===== config.mk =====
export PLATFORM = sky130hd
export DESIGN_NAME = ble_heart_rate_advert_filter
export DESIGN_NICKNAME = d
export VERILOG_FILES = /design/src/design/bhr_pkg.sv /design/src/design/ble_heart_rate_advert_filter.sv /design/src/design/bhr_fifo.sv /design/src/design/bhr_front.sv /design/src/design/bhr_back.sv
export SDC_FILE = /design/constraint.sdc
export NUM_CORES = 1
export LEC_CHECK = 0
export ABC_AREA = 0
export BUFFER_PORTS_ARGS = -buffer_cell sky130_fd_sc_hd__buf_4
export CAP_MARGIN = 20
export CELL_PAD_IN_SITES_DETAIL_PLACEMENT = 0
export CELL_PAD_IN_SITES_GLOBAL_PLACEMENT = 1
export CORE_ASPECT_RATIO = 0.5
export CORE_MARGIN = 8
export CORE_UTILIZATION = 49
export DETAILED_ROUTE_END_ITERATION = 8
export PLACE_DENSITY_LB_ADDON = 0.1
export SYNTH_ARGS = -nofsm -noshare
export SYNTH_HDL_FRONTEND = slang
export SYNTH_SLANG_ARGS = --single-unit

===== constraint.sdc =====
create_clock -name clk -period 8.1 [get_ports clk]
set_input_delay 2.43 -clock clk [delete_from_list [all_inputs] [get_ports clk]]
set_output_delay 2.43 -clock clk [all_outputs]
set_load 0.005 [all_outputs]

===== src/design/bhr_pkg.sv =====
// ----------------------------------------------------------------------------
// bhr_pkg: shared types and constants
// Operation and event codes, the command passed from the packet parser to the
// event executor, the result item and the configuration register set.
// ----------------------------------------------------------------------------
package bhr_pkg;

  // Input operation codes
  typedef enum logic [1:0] {
    OP_BYTE   = 2'd0,
    OP_TICK   = 2'd1,
    OP_BUTTON = 2'd2
  } op_t;

  // Result event codes
  typedef enum logic [2:0] {
    EV_IGNORED     = 3'd0,
    EV_LOCKED      = 3'd1,
    EV_RATE        = 3'd2,
    EV_OWN_NO_RATE = 3'd3,
    EV_STARTED     = 3'd4,
    EV_STOPPED     = 3'd5,
    EV_TIMEOUT     = 3'd6
  } ev_t;

  // Command kinds handed from front to back
  typedef enum logic [1:0] {
    CMD_PACKET = 2'd0,
    CMD_TICK   = 2'd1,
    CMD_BUTTON = 2'd2
  } cmd_kind_t;

  // Configuration register indexes
  typedef enum logic [1:0] {
    REG_ON_TIME     = 2'd0,
    REG_CYCLE_TOTAL = 2'd1,
    REG_SLOPE       = 2'd2,
    REG_TIMEOUT     = 2'd3
  } reg_idx_t;

  // Advertising structure constants
  localparam logic [7:0] SERVICE_LIST_TYPE = 8'h02;
  localparam logic [7:0] VENDOR_TYPE       = 8'hFF;
  localparam logic [7:0] HR_UUID_LO        = 8'h0D;
  localparam logic [7:0] HR_UUID_HI        = 8'h18;
  localparam logic [2:0] RATE_OFFSET       = 3'd5;
  localparam logic [7:0] LAST_POS          = 8'hFF;

  // UUID match phases
  localparam logic [1:0] UUID_IDLE    = 2'd0;
  localparam logic [1:0] UUID_WANT_LO = 2'd1;
  localparam logic [1:0] UUID_WANT_HI = 2'd2;

  // Timing constants
  localparam logic [16:0] ELAPSED_MAX = 17'h1FFFF;
  localparam int          SLOPE_FRAC  = 6;

  // Register reset values
  localparam logic [10:0] ON_TIME_RESET     = 11'd200;
  localparam logic [11:0] CYCLE_TOTAL_RESET = 12'd1500;
  localparam logic [9:0]  SLOPE_RESET       = 10'd533;
  localparam logic [15:0] TIMEOUT_RESET     = 16'd10000;
  localparam logic [11:0] OFF_TIME_RESET    = 12'd200;

  // Configuration register set
  typedef struct packed {
    logic [10:0] on_time_ms;
    logic [11:0] cycle_total_ms;
    logic [9:0]  slope_q6;
    logic [15:0] timeout_ms;
  } cfg_t;

  // Command from the packet parser to the executor
  typedef struct packed {
    cmd_kind_t   kind;
    logic        service_found;
    logic [7:0]  rate;
    logic [7:0]  addr_lo;
    logic [7:0]  addr_hi;
  } cmd_t;

  // Result item
  typedef struct packed {
    ev_t         event_code;
    logic [7:0]  heart_rate;
    logic [11:0] off_time_ms;
    logic [7:0]  locked_lo;
    logic [7:0]  locked_hi;
    logic        scanning;
  } res_t;

endpackage


===== src/design/ble_heart_rate_advert_filter.sv =====
// ----------------------------------------------------------------------------
// ble_heart_rate_advert_filter: heart-rate advertisement filter
// Parses advertising payloads, locks onto a heart-rate sender, extracts its
// rate and derives the LED off time; ticks and button presses run the scan.
// ----------------------------------------------------------------------------
// Throughput: one item per cycle while full stays low; a full result queue
// stalls the executor and then fills the command queue, which raises full.
// Path: an accepted item passes the combinational parser, the registered
// command queue, the combinational executor and the registered result queue.
// Reset: synchronous; registers return to defaults, queues empty, scan off.
// ----------------------------------------------------------------------------
module ble_heart_rate_advert_filter #(
  parameter int QUEUE_DEPTH = 2
) (
  input  logic        clk,
  input  logic        rst,
  // Input queue side
  input  logic        push,
  output logic        full,
  input  logic [1:0]  operation,
  input  logic [7:0]  data_byte,
  input  logic        last_byte,
  input  logic [7:0]  peer_addr_lo,
  input  logic [7:0]  peer_addr_hi,
  // Result queue side
  output logic        empty,
  input  logic        pop,
  output logic [2:0]  event_code,
  output logic [7:0]  heart_rate,
  output logic [11:0] off_time_ms,
  output logic [7:0]  locked_lo,
  output logic [7:0]  locked_hi,
  output logic        scanning,
  // Configuration write channel
  input  logic        cfg_valid,
  output logic        cfg_ready,
  input  logic [1:0]  cfg_index,
  input  logic [15:0] cfg_data
);

  import bhr_pkg::*;

  cfg_t cfg;
  logic accept;
  logic cmd_push;
  cmd_t cmd_in;
  cmd_t cmd_out;
  logic cmd_full;
  logic cmd_empty;
  logic cmd_pop;
  logic res_push;
  res_t res_in;
  res_t res_out;
  logic res_full;

  // Configuration registers.
  assign cfg_ready = 1'b1;

  always_ff @(posedge clk) begin
    if (rst) begin
      cfg.on_time_ms     <= ON_TIME_RESET;
      cfg.cycle_total_ms <= CYCLE_TOTAL_RESET;
      cfg.slope_q6       <= SLOPE_RESET;
      cfg.timeout_ms     <= TIMEOUT_RESET;
    end else if (cfg_valid && cfg_ready) begin
      case (cfg_index)
        REG_ON_TIME:     cfg.on_time_ms     <= cfg_data[10:0];
        REG_CYCLE_TOTAL: cfg.cycle_total_ms <= cfg_data[11:0];
        REG_SLOPE:       cfg.slope_q6       <= cfg_data[9:0];
        REG_TIMEOUT:     cfg.timeout_ms     <= cfg_data;
        default: begin
          cfg.timeout_ms <= cfg.timeout_ms;
        end
      endcase
    end
  end

  // Input handshake.
  assign full   = cmd_full;
  assign accept = push && !cmd_full;

  // Packet parser.
  bhr_front u_front (
    .clk          (clk),
    .rst          (rst),
    .accept       (accept),
    .operation    (operation),
    .data_byte    (data_byte),
    .last_byte    (last_byte),
    .peer_addr_lo (peer_addr_lo),
    .peer_addr_hi (peer_addr_hi),
    .cmd_push     (cmd_push),
    .cmd          (cmd_in)
  );

  // Command queue between parser and executor.
  bhr_fifo #(
    .Width ($bits(cmd_t)),
    .Depth (QUEUE_DEPTH)
  ) u_cmd_q (
    .clk     (clk),
    .rst     (rst),
    .wr_en   (cmd_push),
    .wr_data (cmd_in),
    .rd_en   (cmd_pop),
    .rd_data (cmd_out),
    .full    (cmd_full),
    .empty   (cmd_empty)
  );

  // Event executor.
  bhr_back u_back (
    .clk       (clk),
    .rst       (rst),
    .cfg       (cfg),
    .cmd_valid (!cmd_empty),
    .cmd       (cmd_out),
    .cmd_pop   (cmd_pop),
    .res_full  (res_full),
    .res_push  (res_push),
    .res       (res_in)
  );

  // Result queue in front of the output ports.
  bhr_fifo #(
    .Width ($bits(res_t)),
    .Depth (QUEUE_DEPTH)
  ) u_res_q (
    .clk     (clk),
    .rst     (rst),
    .wr_en   (res_push),
    .wr_data (res_in),
    .rd_en   (pop && !empty),
    .rd_data (res_out),
    .full    (res_full),
    .empty   (empty)
  );

  // Result ports.
  assign event_code  = res_out.event_code;
  assign heart_rate  = res_out.heart_rate;
  assign off_time_ms = res_out.off_time_ms;
  assign locked_lo   = res_out.locked_lo;
  assign locked_hi   = res_out.locked_hi;
  assign scanning    = res_out.scanning;

endmodule


===== src/design/bhr_fifo.sv =====
// ----------------------------------------------------------------------------
// bhr_fifo: small register queue
// Holds items between the parser and the executor and in front of the result
// ports. A push and a pop may happen in the same cycle.
// ----------------------------------------------------------------------------
module bhr_fifo #(
  parameter int Width = 8,
  parameter int Depth = 2
) (
  input  logic             clk,
  input  logic             rst,
  input  logic             wr_en,
  input  logic [Width-1:0] wr_data,
  input  logic             rd_en,
  output logic [Width-1:0] rd_data,
  output logic             full,
  output logic             empty
);

  localparam int PtrW = (Depth > 1) ? $clog2(Depth) : 1;
  localparam int CntW = $clog2(Depth + 1);

  logic [Width-1:0] mem [Depth];
  logic [PtrW-1:0]  wr_ptr;
  logic [PtrW-1:0]  rd_ptr;
  logic [CntW-1:0]  count;

  assign full    = (count == CntW'(Depth));
  assign empty   = (count == '0);
  assign rd_data = mem[rd_ptr];

  // Storage write.
  always_ff @(posedge clk) begin
    if (wr_en) begin
      mem[wr_ptr] <= wr_data;
    end
  end

  // Pointers and fill count.
  always_ff @(posedge clk) begin
    if (rst) begin
      wr_ptr <= '0;
      rd_ptr <= '0;
      count  <= '0;
    end else begin
      if (wr_en) begin
        wr_ptr <= (wr_ptr == PtrW'(Depth - 1)) ? '0 : wr_ptr + 1'b1;
      end
      if (rd_en) begin
        rd_ptr <= (rd_ptr == PtrW'(Depth - 1)) ? '0 : rd_ptr + 1'b1;
      end
      if (wr_en && !rd_en) begin
        count <= count + 1'b1;
      end else if (rd_en && !wr_en) begin
        count <= count - 1'b1;
      end
    end
  end

  // The fill count never runs past the depth.
  a_count_bound: assert property (@(posedge clk) disable iff (rst)
    count <= CntW'(Depth))
    else $error("queue count above depth");

endmodule


===== src/design/bhr_front.sv =====
// ----------------------------------------------------------------------------
// bhr_front: advertising packet parser
// Walks the length/type structures byte by byte, tracks the heart-rate
// service UUID and the vendor rate byte, and turns each packet end, tick and
// button press into a command for the executor.
// ----------------------------------------------------------------------------
module bhr_front (
  input  logic          clk,
  input  logic          rst,
  input  logic          accept,
  input  logic [1:0]    operation,
  input  logic [7:0]    data_byte,
  input  logic          last_byte,
  input  logic [7:0]    peer_addr_lo,
  input  logic [7:0]    peer_addr_hi,
  output logic          cmd_push,
  output bhr_pkg::cmd_t cmd
);

  import bhr_pkg::*;

  // Parse state
  logic [7:0] byte_pos;
  logic [8:0] struct_start;
  logic       service_found;
  logic       vendor_seen;
  logic [2:0] rate_countdown;
  logic [7:0] rate_captured;
  logic       type_next;
  logic       overlong;
  logic [1:0] uuid_phase;

  // Parse state after the current byte
  logic [7:0] byte_pos_next;
  logic [8:0] struct_start_next;
  logic       service_found_next;
  logic       vendor_seen_next;
  logic [2:0] rate_countdown_next;
  logic [7:0] rate_captured_next;
  logic       type_next_next;
  logic       overlong_next;
  logic [1:0] uuid_phase_next;
  logic [2:0] countdown_dec;

  // One byte of the structure walk.
  always_comb begin
    byte_pos_next       = byte_pos;
    struct_start_next   = struct_start;
    service_found_next  = service_found;
    vendor_seen_next    = vendor_seen;
    rate_countdown_next = rate_countdown;
    rate_captured_next  = rate_captured;
    type_next_next      = type_next;
    overlong_next       = overlong;
    uuid_phase_next     = uuid_phase;
    countdown_dec       = rate_countdown - 1'b1;
    if (!overlong) begin
      // UUID bytes follow the service list type byte directly.
      uuid_phase_next = UUID_IDLE;
      if (uuid_phase == UUID_WANT_LO && data_byte == HR_UUID_LO) begin
        uuid_phase_next = UUID_WANT_HI;
      end
      if (uuid_phase == UUID_WANT_HI && data_byte == HR_UUID_HI) begin
        service_found_next = 1'b1;
      end
      // Count down to the rate byte of the first vendor structure.
      if (rate_countdown != '0) begin
        rate_countdown_next = countdown_dec;
        if (countdown_dec == '0) begin
          rate_captured_next = data_byte;
        end
      end
      // Type byte, or the length byte that opens the next structure.
      if (type_next) begin
        type_next_next = 1'b0;
        if (data_byte == SERVICE_LIST_TYPE) begin
          uuid_phase_next = UUID_WANT_LO;
        end
        if (data_byte == VENDOR_TYPE && !vendor_seen) begin
          vendor_seen_next    = 1'b1;
          rate_countdown_next = RATE_OFFSET;
        end
      end else if ({1'b0, byte_pos} == struct_start) begin
        struct_start_next = {1'b0, byte_pos} + {1'b0, data_byte} + 9'd1;
        type_next_next    = (data_byte != '0);
      end
      if (byte_pos == LAST_POS) begin
        overlong_next = 1'b1;
      end else begin
        byte_pos_next = byte_pos + 1'b1;
      end
    end
  end

  // Command toward the executor.
  always_comb begin
    cmd_push          = 1'b0;
    cmd.kind          = CMD_PACKET;
    cmd.service_found = service_found_next;
    cmd.rate          = rate_captured_next;
    cmd.addr_lo       = peer_addr_lo;
    cmd.addr_hi       = peer_addr_hi;
    if (accept) begin
      case (operation)
        OP_BYTE: begin
          cmd_push = last_byte;
          cmd.kind = CMD_PACKET;
        end
        OP_TICK: begin
          cmd_push = 1'b1;
          cmd.kind = CMD_TICK;
        end
        OP_BUTTON: begin
          cmd_push = 1'b1;
          cmd.kind = CMD_BUTTON;
        end
        default: begin
          cmd_push = 1'b0;
        end
      endcase
    end
  end

  // Parse registers; a final byte returns them to the start of a packet.
  always_ff @(posedge clk) begin
    if (rst || (accept && operation == OP_BYTE && last_byte)) begin
      byte_pos       <= '0;
      struct_start   <= '0;
      service_found  <= 1'b0;
      vendor_seen    <= 1'b0;
      rate_countdown <= '0;
      rate_captured  <= '0;
      type_next      <= 1'b0;
      overlong       <= 1'b0;
      uuid_phase     <= UUID_IDLE;
    end else if (accept && operation == OP_BYTE) begin
      byte_pos       <= byte_pos_next;
      struct_start   <= struct_start_next;
      service_found  <= service_found_next;
      vendor_seen    <= vendor_seen_next;
      rate_countdown <= rate_countdown_next;
      rate_captured  <= rate_captured_next;
      type_next      <= type_next_next;
      overlong       <= overlong_next;
      uuid_phase     <= uuid_phase_next;
    end
  end

endmodule


===== src/design/bhr_back.sv =====
// ----------------------------------------------------------------------------
// bhr_back: event executor
// Holds the locked peer, the scan flag, the timeout counter and the LED off
// time, and turns each command into zero or one result item.
// ----------------------------------------------------------------------------
module bhr_back (
  input  logic          clk,
  input  logic          rst,
  input  bhr_pkg::cfg_t cfg,
  input  logic          cmd_valid,
  input  bhr_pkg::cmd_t cmd,
  output logic          cmd_pop,
  input  logic          res_full,
  output logic          res_push,
  output bhr_pkg::res_t res
);

  import bhr_pkg::*;

  // Executor state
  logic [7:0]  peer_lo;
  logic [7:0]  peer_hi;
  logic        scan_active;
  logic [16:0] elapsed_ms;
  logic [11:0] off_time;

  logic [7:0]  peer_lo_next;
  logic [7:0]  peer_hi_next;
  logic        scan_active_next;
  logic [16:0] elapsed_ms_next;
  logic [11:0] off_time_next;

  logic [17:0] slope_prod;
  logic [11:0] slope_term;
  logic [13:0] off_diff;
  logic [11:0] off_calc;
  logic [16:0] elapsed_inc;
  ev_t         ev;
  logic [7:0]  rate_out;

  // A command is taken whenever the result queue has room.
  assign cmd_pop = cmd_valid && !res_full;

  // Off time for a new rate, clamped at zero.
  always_comb begin
    slope_prod = 18'(cfg.slope_q6) * 18'(cmd.rate);
    slope_term = slope_prod[SLOPE_FRAC +: 12];
    off_diff   = {2'b00, cfg.cycle_total_ms} - {3'b000, cfg.on_time_ms}
                 - {2'b00, slope_term};
    off_calc   = off_diff[13] ? '0 : off_diff[11:0];
  end

  // Saturating tick count.
  assign elapsed_inc = (elapsed_ms < ELAPSED_MAX) ? elapsed_ms + 1'b1 : elapsed_ms;

  // Command execution.
  always_comb begin
    peer_lo_next     = peer_lo;
    peer_hi_next     = peer_hi;
    scan_active_next = scan_active;
    elapsed_ms_next  = elapsed_ms;
    off_time_next    = off_time;
    ev               = EV_IGNORED;
    rate_out         = '0;
    res_push         = 1'b0;
    if (cmd_pop) begin
      case (cmd.kind)
        CMD_PACKET: begin
          res_push = 1'b1;
          if (scan_active) begin
            if (peer_lo == '0 && peer_hi == '0) begin
              if (cmd.service_found) begin
                peer_lo_next = cmd.addr_lo;
                peer_hi_next = cmd.addr_hi;
                ev           = EV_LOCKED;
              end
            end else if (cmd.addr_lo == peer_lo && cmd.addr_hi == peer_hi) begin
              elapsed_ms_next = '0;
              rate_out        = cmd.rate;
              if (cmd.rate != '0) begin
                off_time_next = off_calc;
                ev            = EV_RATE;
              end else begin
                ev = EV_OWN_NO_RATE;
              end
            end
          end
        end
        CMD_TICK: begin
          if (scan_active) begin
            if (elapsed_inc <= {1'b0, cfg.timeout_ms}) begin
              elapsed_ms_next = elapsed_inc;
            end else begin
              peer_lo_next     = '0;
              peer_hi_next     = '0;
              scan_active_next = 1'b0;
              elapsed_ms_next  = '0;
              ev               = EV_TIMEOUT;
              res_push         = 1'b1;
            end
          end
        end
        CMD_BUTTON: begin
          res_push        = 1'b1;
          elapsed_ms_next = '0;
          if (scan_active) begin
            peer_lo_next     = '0;
            peer_hi_next     = '0;
            scan_active_next = 1'b0;
            ev               = EV_STOPPED;
          end else begin
            scan_active_next = 1'b1;
            ev               = EV_STARTED;
          end
        end
        default: begin
          res_push = 1'b0;
        end
      endcase
    end
  end

  // Result item reflects the state after the update.
  always_comb begin
    res.event_code  = ev;
    res.heart_rate  = rate_out;
    res.off_time_ms = off_time_next;
    res.locked_lo   = peer_lo_next;
    res.locked_hi   = peer_hi_next;
    res.scanning    = scan_active_next;
  end

  // State registers.
  always_ff @(posedge clk) begin
    if (rst) begin
      peer_lo     <= '0;
      peer_hi     <= '0;
      scan_active <= 1'b0;
      elapsed_ms  <= '0;
      off_time    <= OFF_TIME_RESET;
    end else begin
      peer_lo     <= peer_lo_next;
      peer_hi     <= peer_hi_next;
      scan_active <= scan_active_next;
      elapsed_ms  <= elapsed_ms_next;
      off_time    <= off_time_next;
    end
  end

  // A button press always yields a result item.
  a_button_result: assert property (@(posedge clk) disable iff (rst)
    (cmd_pop && cmd.kind == CMD_BUTTON) |-> res_push)
    else $error("button press produced no result");

  // Scanning only ends through an executed command.
  a_stop_cause: assert property (@(posedge clk) disable iff (rst)
    (!$past(rst) && $fell(scan_active)) |-> $past(cmd_pop))
    else $error("scan stopped without a command");

  // A stop or timeout reports a cleared peer and an idle scan.
  a_stop_clears: assert property (@(posedge clk) disable iff (rst)
    (res_push && (res.event_code == EV_STOPPED || res.event_code == EV_TIMEOUT))
    |-> (res.locked_lo == '0 && res.locked_hi == '0 && !res.scanning))
    else $error("stop left peer or scan set");

endmodule

==> results of run 1 <==
==> cells by family after synthesis <==
logic type | Yosys count | share of synthesized area, %
other cells | 1 | 0.0237
xor+xnor | 74 | 4.10
simple gates | 553 | 17.7
flops | 273 | 43.1
fa+ha+maj | 150 | 14.3
compound gates | 239 | 10.0
buf+inv | 191 | 4.64
mux | 91 | 6.20
==> stage by stage <==
| step | power, mW | hold WS [ns] | std cells | utilization, % | setup WS, ns |
|---|---|---|---|---|---|
| finish | 5.50 | 0.456 | 2110 | 56.6 | 0.774 |
| CTS | 5.53 | 0.455 | 2107 | 56.4 | 0.748 |
| detailed placement | 4.17 | 0.446 | 2057 | 53.4 | 0.780 |
| global placement | 4.11 | 0.444 | 2056 | 53.4 | 0.947 |
| floorplan | 3.46 | 0.431 | 1572 | - | 0.833 |
| global route | 5.92 | 0.480 | 2110 | 56.6 | 0.226 |
==> power groups by stage <==
stage	sequential (mW)	combinational [mW]	clock [mW]
2_1_floorplan	1.60	1.86	0
3_3_place_gp	1.65	2.47	0
3_5_place_dp	1.65	2.52	0
4_1_cts	1.62	2.54	1.37
5_1_grt	1.60	2.90	1.42
6_report	1.59	2.56	1.34
==> layout make-up <==
cell class | instances | area (um2) | area share, %
clock buffer | 36 | 779 | 4.34
clock inverter | 14 | 170 | 0.948
inverter | 131 | 492 | 2.74
multi-input combinational | 1108 | 8260 | 46.0
sequential | 273 | 6810 | 37.9
tap | 432 | 541 | 3.01
timing repair buffer | 116 | 896 | 4.99
==> Yosys cell counts, types with 9 or more instances <==
| cell | n | area, um2 |
|---|---|---|
| a21oi_1 | 89 | 445 |
| and3_1 | 9 | 56.3 |
| clkbuf_1 | 48 | 180 |
| dfxtp_1 | 139 | 2780 |
| edfxtp_1 | 134 | 4020 |
| fa_1 | 50 | 1000 |
| ha_1 | 100 | 1250 |
| inv_1 | 131 | 492 |
| mux2_2 | 48 | 541 |
| mux2i_1 | 41 | 410 |
| nand2_1 | 169 | 634 |
| nand2b_1 | 28 | 175 |
| nand3_1 | 46 | 230 |
| nand4_1 | 23 | 144 |
| nor2_1 | 102 | 383 |
| nor2b_1 | 65 | 407 |
| nor3_1 | 26 | 130 |
| nor4_1 | 16 | 100 |
| o211ai_1 | 10 | 75.1 |
| o21a_1 | 10 | 75.1 |
| o21ai_0 | 29 | 145 |
| o2bb2ai_1 | 24 | 210 |
| o31ai_1 | 9 | 67.6 |
| or2_2 | 9 | 56.3 |
| or3_1 | 22 | 138 |
| xnor2_1 | 55 | 482 |
| xor2_1 | 19 | 166 |
==> metal layers <==
layer / part of all wire, % / wire length (um) / GRT usage (%) / vias to the layer above
met4: 1.8 / 665 / 4.09 / 0
met5: 0 / 0 / 0 / -
met2: 47 / 17600 / 32.8 / 217
met3: 3.7 / 1400 / 3.04 / 46
met1: 47 / 17700 / 25.1 / 5496
li1: - / - / - / 5678
==> flip-flops by register name, summed over array words and instances (netlist names), 9 cells and up, named ones only <==
register and count:
u_res_q.mem 80, u_back.off_time 12, u_front.struct_start 9, u_cmd_q.mem 54
u_back.elapsed_ms 17, cfg 49
==> worst register-to-register path: stages, from the launching register on <==
cell	delay, ns
dfxtp_2	0.56
mux2i_1	0.26
buf_4	0.22
nor2b_1	0.08
fa_1	0.42
fa_1	0.54
inv_1	0.06
fa_1	0.46
fa_1	0.55
inv_1	0.04
ha_1	0.32
nand3_1	0.09
a2111oi_0	0.39
buf_4	0.20
o21a_1	0.18
o21a_1	0.16
o21ai_0	0.11
nand2b_1	0.12
a31oi_1	0.10
ha_1	0.25
or3_1	0.40
o2111ai_1	0.29
a31oi_1	0.14
or4_1	0.50
nand2_1	0.42
o31ai_1	0.17
==> worst min path at each step <==
| stage | to | slack [ns] | cells after the start | startpoint |
|---|---|---|---|---|
| 5_1_grt | cfg[43]$_SDFFE_PP0P_ | 0.48 | 2 | cfg[43]$_SDFFE_PP0P_ |
| 4_1_cts | cfg[46]$_SDFFE_PP0P_ | 0.46 | 2 | cfg[46]$_SDFFE_PP0P_ |
| 3_5_place_dp | cfg[46]$_SDFFE_PP0P_ | 0.45 | 2 | cfg[46]$_SDFFE_PP0P_ |
| 2_1_floorplan | u_front.vendor_seen$_SDFFE_PP0P_ | 0.43 | 2 | u_front.vendor_seen$_SDFFE_PP0P_ |
| 6_report | cfg[46]$_SDFFE_PP0P_ | 0.46 | 2 | cfg[46]$_SDFFE_PP0P_ |
| 3_3_place_gp | u_back.off_time[6]$_SDFF_PP1_ | 0.44 | 2 | u_back.off_time[6]$_SDFF_PP1_ |
==> metrics.md, run 1 <==
| Metric | Value |
|---|---|
| Setup TNS | `0 ns` |
| Worst Setup End Kind | `flop` |
| Peak supply drop | `~0.31 mV` |
| Vias in the first global route | `around 12000` |
| Die Ht | `~140 um` |
| Share of async-settable or async-resettable flops after synthesis | `0%` |
| Syn Nets | `1772` |
| Distinct cell type count after synthesis | `67` |
| Vias/cell | `around 5.4` |
| Min Tclk post-route | `7.33 ns` |
| # Post-CTS Setup Buffers | `0` |
| Critical-path maximum fanout | `14` |
| Synth-to-Final Area Change | `13.7%` |
| Most frequent cells in the layout | `169 x nand2_1, 137 x dfxtp_1, 134 x edfxtp_1, 131 x inv_1, 113 x buf_4` |
| Die X | `270 um` |
| Clock Skews | `roughly 0.026 ns` |
| Post-CTS Resized | `0` |
| Sequential fraction of the synthesis area | `a little over two fifths` |
| Initial Utilization | `approximately 50%` |
| R2R setup slack | `0.77 ns` |
| Commonest non-fill, non-tap cell in the layout | `nand2_1` |
| R2R depth | `25` |
| Pwr/cell area | `slightly above 300 nW/um2` |
| Max Freq | `136 MHz` |
| GRT Util Overall | `19.0%` |
| Mean Syn Cell Area | `~10 um2` |
| Die ar. | `38600 um2` |
| DRT Pass-1 Iters | `5` |
| EDFF count, synth | `134` |
| # diodes | `0` |
| Synthesized area | `15800 um2` |
| Post-route cell area | `17900 um2` |
| CTS tree | `done` |
| Final Max Slew Viols | `0` |
| Fillers | `2782` |
| First-pass GRT wire length | `60200 um` |
| Crit path largest cell delay | `~0.56 ns` |
| Core area | `31700 um2` |
| Syn Inst Count | `between 1500 and 2000` |
| Clk network pwr share | `24.4%` |
| Nets@finish | `1857` |
| Number of remaining DRC errors | `0` |
| Min-delay worst type | `reg2reg` |
| Seq pwr share | `29.0%` |
| CP Class | `reg2reg` |
| Worst path depth | `25` |
| CP most frequent cell | `fa_1` |
| Clk_lat worst skew | `0.57 ns` |
| Routed length per placed instance | `17.7 um` |
| Switching share of power | `38.2%` |
| Gp weighted congestion | `between 0.8 and 0.9` |
| CP Launch Type | `flop` |
| Total global routing overflow | `0` |
| Worst-Margin Slew | `around 0.88 ns` |
| Outcome | `complete, no violations` |
| CP required | `8.37 ns` |
| Largest net degree at the start of global routing | `48` |
| Clk slew on worst S/H paths | `0.07 ns` |
| Slew margin rel. | `41.0%` |
| Max-capacitance violation count | `0` |
| 1st-iter DRT viols | `682` |
| RSZ-0062 raised after global routing | `false` |
| PortBufs | `91` |
| Leak | `6.97 nW` |
| Worst EP arrival | `7.60 ns` |
| Clk root buf | `clkbuf_16` |
| Final setup fails | `0` |
| Crit path buf inv count | `4` |
| H-tree Lvls | `1` |
| Slowest cell on the critical path | `dfxtp_2` |
| Net switching power | `about 2.1 mW` |
| Period utilization | `90.4%` |
| Area of placed instances | `around 17000 um2` |
| # clock sinks | `273` |
| Clock Tree Buf Depth | `3` |
| Via count | `approximately 11000` |
| I/O pins | `just over 90` |
| FP Rows | `46` |
| Warnings from Yosys | `0` |
| Yosys reg bits | `273` |
| CP delay by family, top | `adder cells` |
| Logic gate share of total power | `46.6%` |
| Worst Setup EP | `u_res_q.mem[0][24]$_DFFE_PP_` |
| Top_reg_cell synth | `dfxtp_1` |
| Routed Antenna Nets | `0` |
| Ratio of cells with drive above 1 in the final layout | `14.2%` |
| Reg2reg end | `u_res_q.mem[0][24]$_DFFE_PP_` |
| Initial antenna violation count | `0` |
| Fin. Hold Viols | `0` |
| CTS Buf Count | `27` |
| Int Power | `3.40 mW` |
| Detailed Place HPWL | `roughly 27000 um` |
| Final wirelength | `37400 um` |
| CTS Hold Bufs | `0` |
Power figures use the tool's default switching activity.
==> run 2, diff against run 1 <==
--- a/config.mk
+++ b/config.mk
@@ -10,7 +10,6 @@
 export CAP_MARGIN = 20
 export CELL_PAD_IN_SITES_DETAIL_PLACEMENT = 0
 export CELL_PAD_IN_SITES_GLOBAL_PLACEMENT = 1
-export CORE_ASPECT_RATIO = 0.5
 export CORE_MARGIN = 8
 export CORE_UTILIZATION = 49
 export DETAILED_ROUTE_END_ITERATION = 8
==> run 2 against run 1 <==
Net effect:
- power grew 0.95%
- first-iteration DRC count shrank 11%
- combinational power shrank 2%
- critical path type unchanged
- die area shrank 0.90%
- fmax grew 0.56%
- clock skew shrank 0.0062 ns
- highest routed layer unchanged
==> metrics.md, run 2 (synthesis results as in run 1) <==
| Metric | Value |
|---|---|
| Outcome | `complete, no violations (unchanged)` |
| Area taken by multi-input logic gates | `8260 um2 (unchanged)` |
| Die ar. | `38200 um2 (was 38600 um2)` |
| Area of placed instances | `16900 um2 (was 17000 um2)` |
| Total power | `5.55 mW (was 5.50 mW)` |
| 1st-iter DRT viols | `607 (was 682)` |
| Nets@finish | `1860 (was 1857)` |
| CTS tree | `done (unchanged)` |
| FP Rows | `65 (was 46)` |
| Leak | `7.02 nW (was 6.97 nW)` |
| Detailed Place HPWL | `26500 um (was 27300 um)` |
| Clk root buf | `clkbuf_16 (unchanged)` |
| First-pass GRT wire length | `59100 um (was 60200 um)` |
| Final wirelength | `36300 um (was 37400 um)` |
| Clock Tree Buf Depth | `3 (unchanged)` |
| Routed length per placed instance | `17.4 um (was 17.7 um)` |
| Critical-path maximum fanout | `14 (unchanged)` |
| Reg2reg end | `u_res_q.mem[1][21]$_DFFE_PP_ (was u_res_q.mem[0][24]$_DFFE_PP_)` |
| Most flops, register | `u_res_q.mem (unchanged)` |
| R2R setup slack | `0.81 ns (was 0.77 ns)` |
| CP Launch Type | `flop (unchanged)` |
| PortBufs | `91 (unchanged)` |
| RSZ-0062 raised after global routing | `false (unchanged)` |
| Final Max Slew Viols | `0 (unchanged)` |
| Post-route cell area | `18000 um2 (was 17900 um2)` |
| Clk slew on worst S/H paths | `0.06 ns (was 0.07 ns)` |
| Pwr/cell area | `309 nW/um2 (was 306 nW/um2)` |
| Largest net degree at the start of global routing | `72 (was 48)` |
| Peak supply drop | `0.287 mV (was 0.306 mV)` |
| Min-delay worst type | `reg2reg (unchanged)` |
| # diodes | `0 (unchanged)` |
| CTS Hold Bufs | `0 (unchanged)` |
| Most frequent cells in the layout | `169 x nand2_1, 138 x dfxtp_1, 134 x edfxtp_1, 131 x inv_1, 113 x buf_4 (was 169 x nand2_1, 137 x dfxtp_1, 134 x edfxtp_1, 131 x inv_1, 113 x buf_4)` |
| # clock sinks | `273 (unchanged)` |
| DRT Pass-1 Iters | `4 (was 5)` |
| Worst Setup End Kind | `flop (unchanged)` |
| CP required | `8.39 ns (was 8.37 ns)` |
| Seq. cell area | `6810 um2 (about the same)` |
| Commonest non-fill, non-tap cell in the layout | `nand2_1 (unchanged)` |
| Initial Utilization | `49.9% (was 49.8%)` |
| Clk_lat worst skew | `0.58 ns (was 0.57 ns)` |
| H-tree Lvls | `1 (unchanged)` |
| Vias in the first global route | `11116 (was 11583)` |
| # Post-CTS Setup Buffers | `0 (unchanged)` |
| Ratio of cells with drive above 1 in the final layout | `14.2% (about the same)` |
| Worst Setup EP | `u_res_q.mem[1][21]$_DFFE_PP_ (was u_res_q.mem[0][24]$_DFFE_PP_)` |
| GRT Util Overall | `18.7% (was 19.0%)` |
| Max-capacitance violation count | `0 (unchanged)` |
| Hold Slack | `0.452 ns (was 0.456 ns)` |
| Worst EP arrival | `7.57 ns (was 7.60 ns)` |
| Clock Skews | `0.0200 ns (was 0.0262 ns)` |
| Worst-Margin Slew | `1.01 ns (was 0.878 ns)` |
| Total global routing overflow | `0 (unchanged)` |
| Routed Antenna Nets | `0 (unchanged)` |
| Gp weighted congestion | `0.829 (was 0.888)` |
| Post-CTS Resized | `0 (unchanged)` |
| Period utilization | `89.9% (was 90.4%)` |
| Min Tclk post-route | `7.29 ns (was 7.33 ns)` |
| Fin. Hold Viols | `0 (unchanged)` |
| CTS Buf Count | `31 (was 27)` |
| Max Freq | `137 MHz (was 136 MHz)` |
| Initial antenna violation count | `0 (unchanged)` |
| Setup TNS | `0 ns (unchanged)` |
| Die Ht | `196 um (was 143 um)` |
| Die X | `196 um (was 270 um)` |
| I/O pins | `93 (unchanged)` |
| Via count | `11418 (was 11437)` |
| Final setup fails | `0 (unchanged)` |
| Vias/cell | `5.47 (was 5.42)` |
| Fillers | `2815 (was 2782)` |
| Top Registers | `u_res_q.mem x80, u_cmd_q.mem x54, cfg x49 (unchanged)` |
| Largest register FFs | `80 (unchanged)` |
| Core area | `31600 um2 (was 31700 um2)` |
| CP Class | `reg2reg (unchanged)` |
| R2R depth | `23 (was 25)` |
| Synth-to-Final Area Change | `13.9% (was 13.7%)` |
| Slew margin rel. | `32.7% (was 41.0%)` |
| Number of remaining DRC errors | `0 (unchanged)` |
-- run 2: changes by cell type in the layout (fill, tap and decap cells not counted), sizes merged --
cell,change
clkinvlp,-2
bufinv,+1
clkbuf,+1
clkinv,+6
-- run 2: area by class of cell --
type	count	area share (%)
clock inverter	19	1.24
clock buffer	38	4.57
inverter	131	2.73
timing repair buffer	115	4.90
tap	402	2.80
sequential	273	37.8
multi-input combinational	1108	45.9
-- run 2: worst min path at each step --
stage / depth (start not counted) / to / slack (ns) / start
final: 2 / cfg[47]$_SDFFE_PP0P_ / 0.45 / cfg[47]$_SDFFE_PP0P_
after global routing: 2 / cfg[47]$_SDFFE_PP0P_ / 0.47 / cfg[47]$_SDFFE_PP0P_
after CTS: 2 / cfg[47]$_SDFFE_PP0P_ / 0.45 / cfg[47]$_SDFFE_PP0P_
after detailed placement: 2 / cfg[47]$_SDFFE_PP0P_ / 0.45 / cfg[47]$_SDFFE_PP0P_
after global placement: 2 / u_front.vendor_seen$_SDFFE_PP0P_ / 0.44 / u_front.vendor_seen$_SDFFE_PP0P_
after floorplan: 2 / u_front.vendor_seen$_SDFFE_PP0P_ / 0.43 / u_front.vendor_seen$_SDFFE_PP0P_
-- run 2: metrics by stage --
stage / util [%] / setup WS, ns / instances
finish: 56.9 / 0.814 / 2086
global route: 56.9 / 0.296 / 2086
CTS: 56.8 / 0.795 / 2084
detailed placement: 53.5 / 0.832 / 2027
global placement: 53.4 / 0.990 / 2026
floorplan: - / 0.833 / 1572
-- run 2: critical path, stage by stage, from the launching register on --
cell     delay [ns]
dfxtp_1        0.55
mux2i_1        0.24
buf_4          0.21
nor2b_1        0.08
fa_1           0.50
fa_1           0.52
fa_1           0.55
inv_1          0.05
fa_1           0.52
inv_1          0.04
ha_1           0.22
or3_1          0.41
or3_1          0.31
nor3_1         0.22
nor2_1         0.13
a21o_1         0.21
xnor2_1        0.19
ha_1           0.29
and2_1         0.17
o21ai_0        0.27
a31oi_1        0.15
or4_1          0.54
nand2_1        0.42
o31ai_1        0.17
-- run 2: power by group --
group / switching, mW / internal [mW]
logic: 1.45 / 1.07
registers: 0.0703 / 1.54
clock network: 0.574 / 0.852
-- run 2: layer usage --
layer	vias up	GRT usage (%)	part of all wire (%)
met1	5466	27.0	50
met2	207	29.3	44
li1	5700	-	-
met5	-	0	0
met3	45	2.96	4.4
met4	0	3.73	1.6
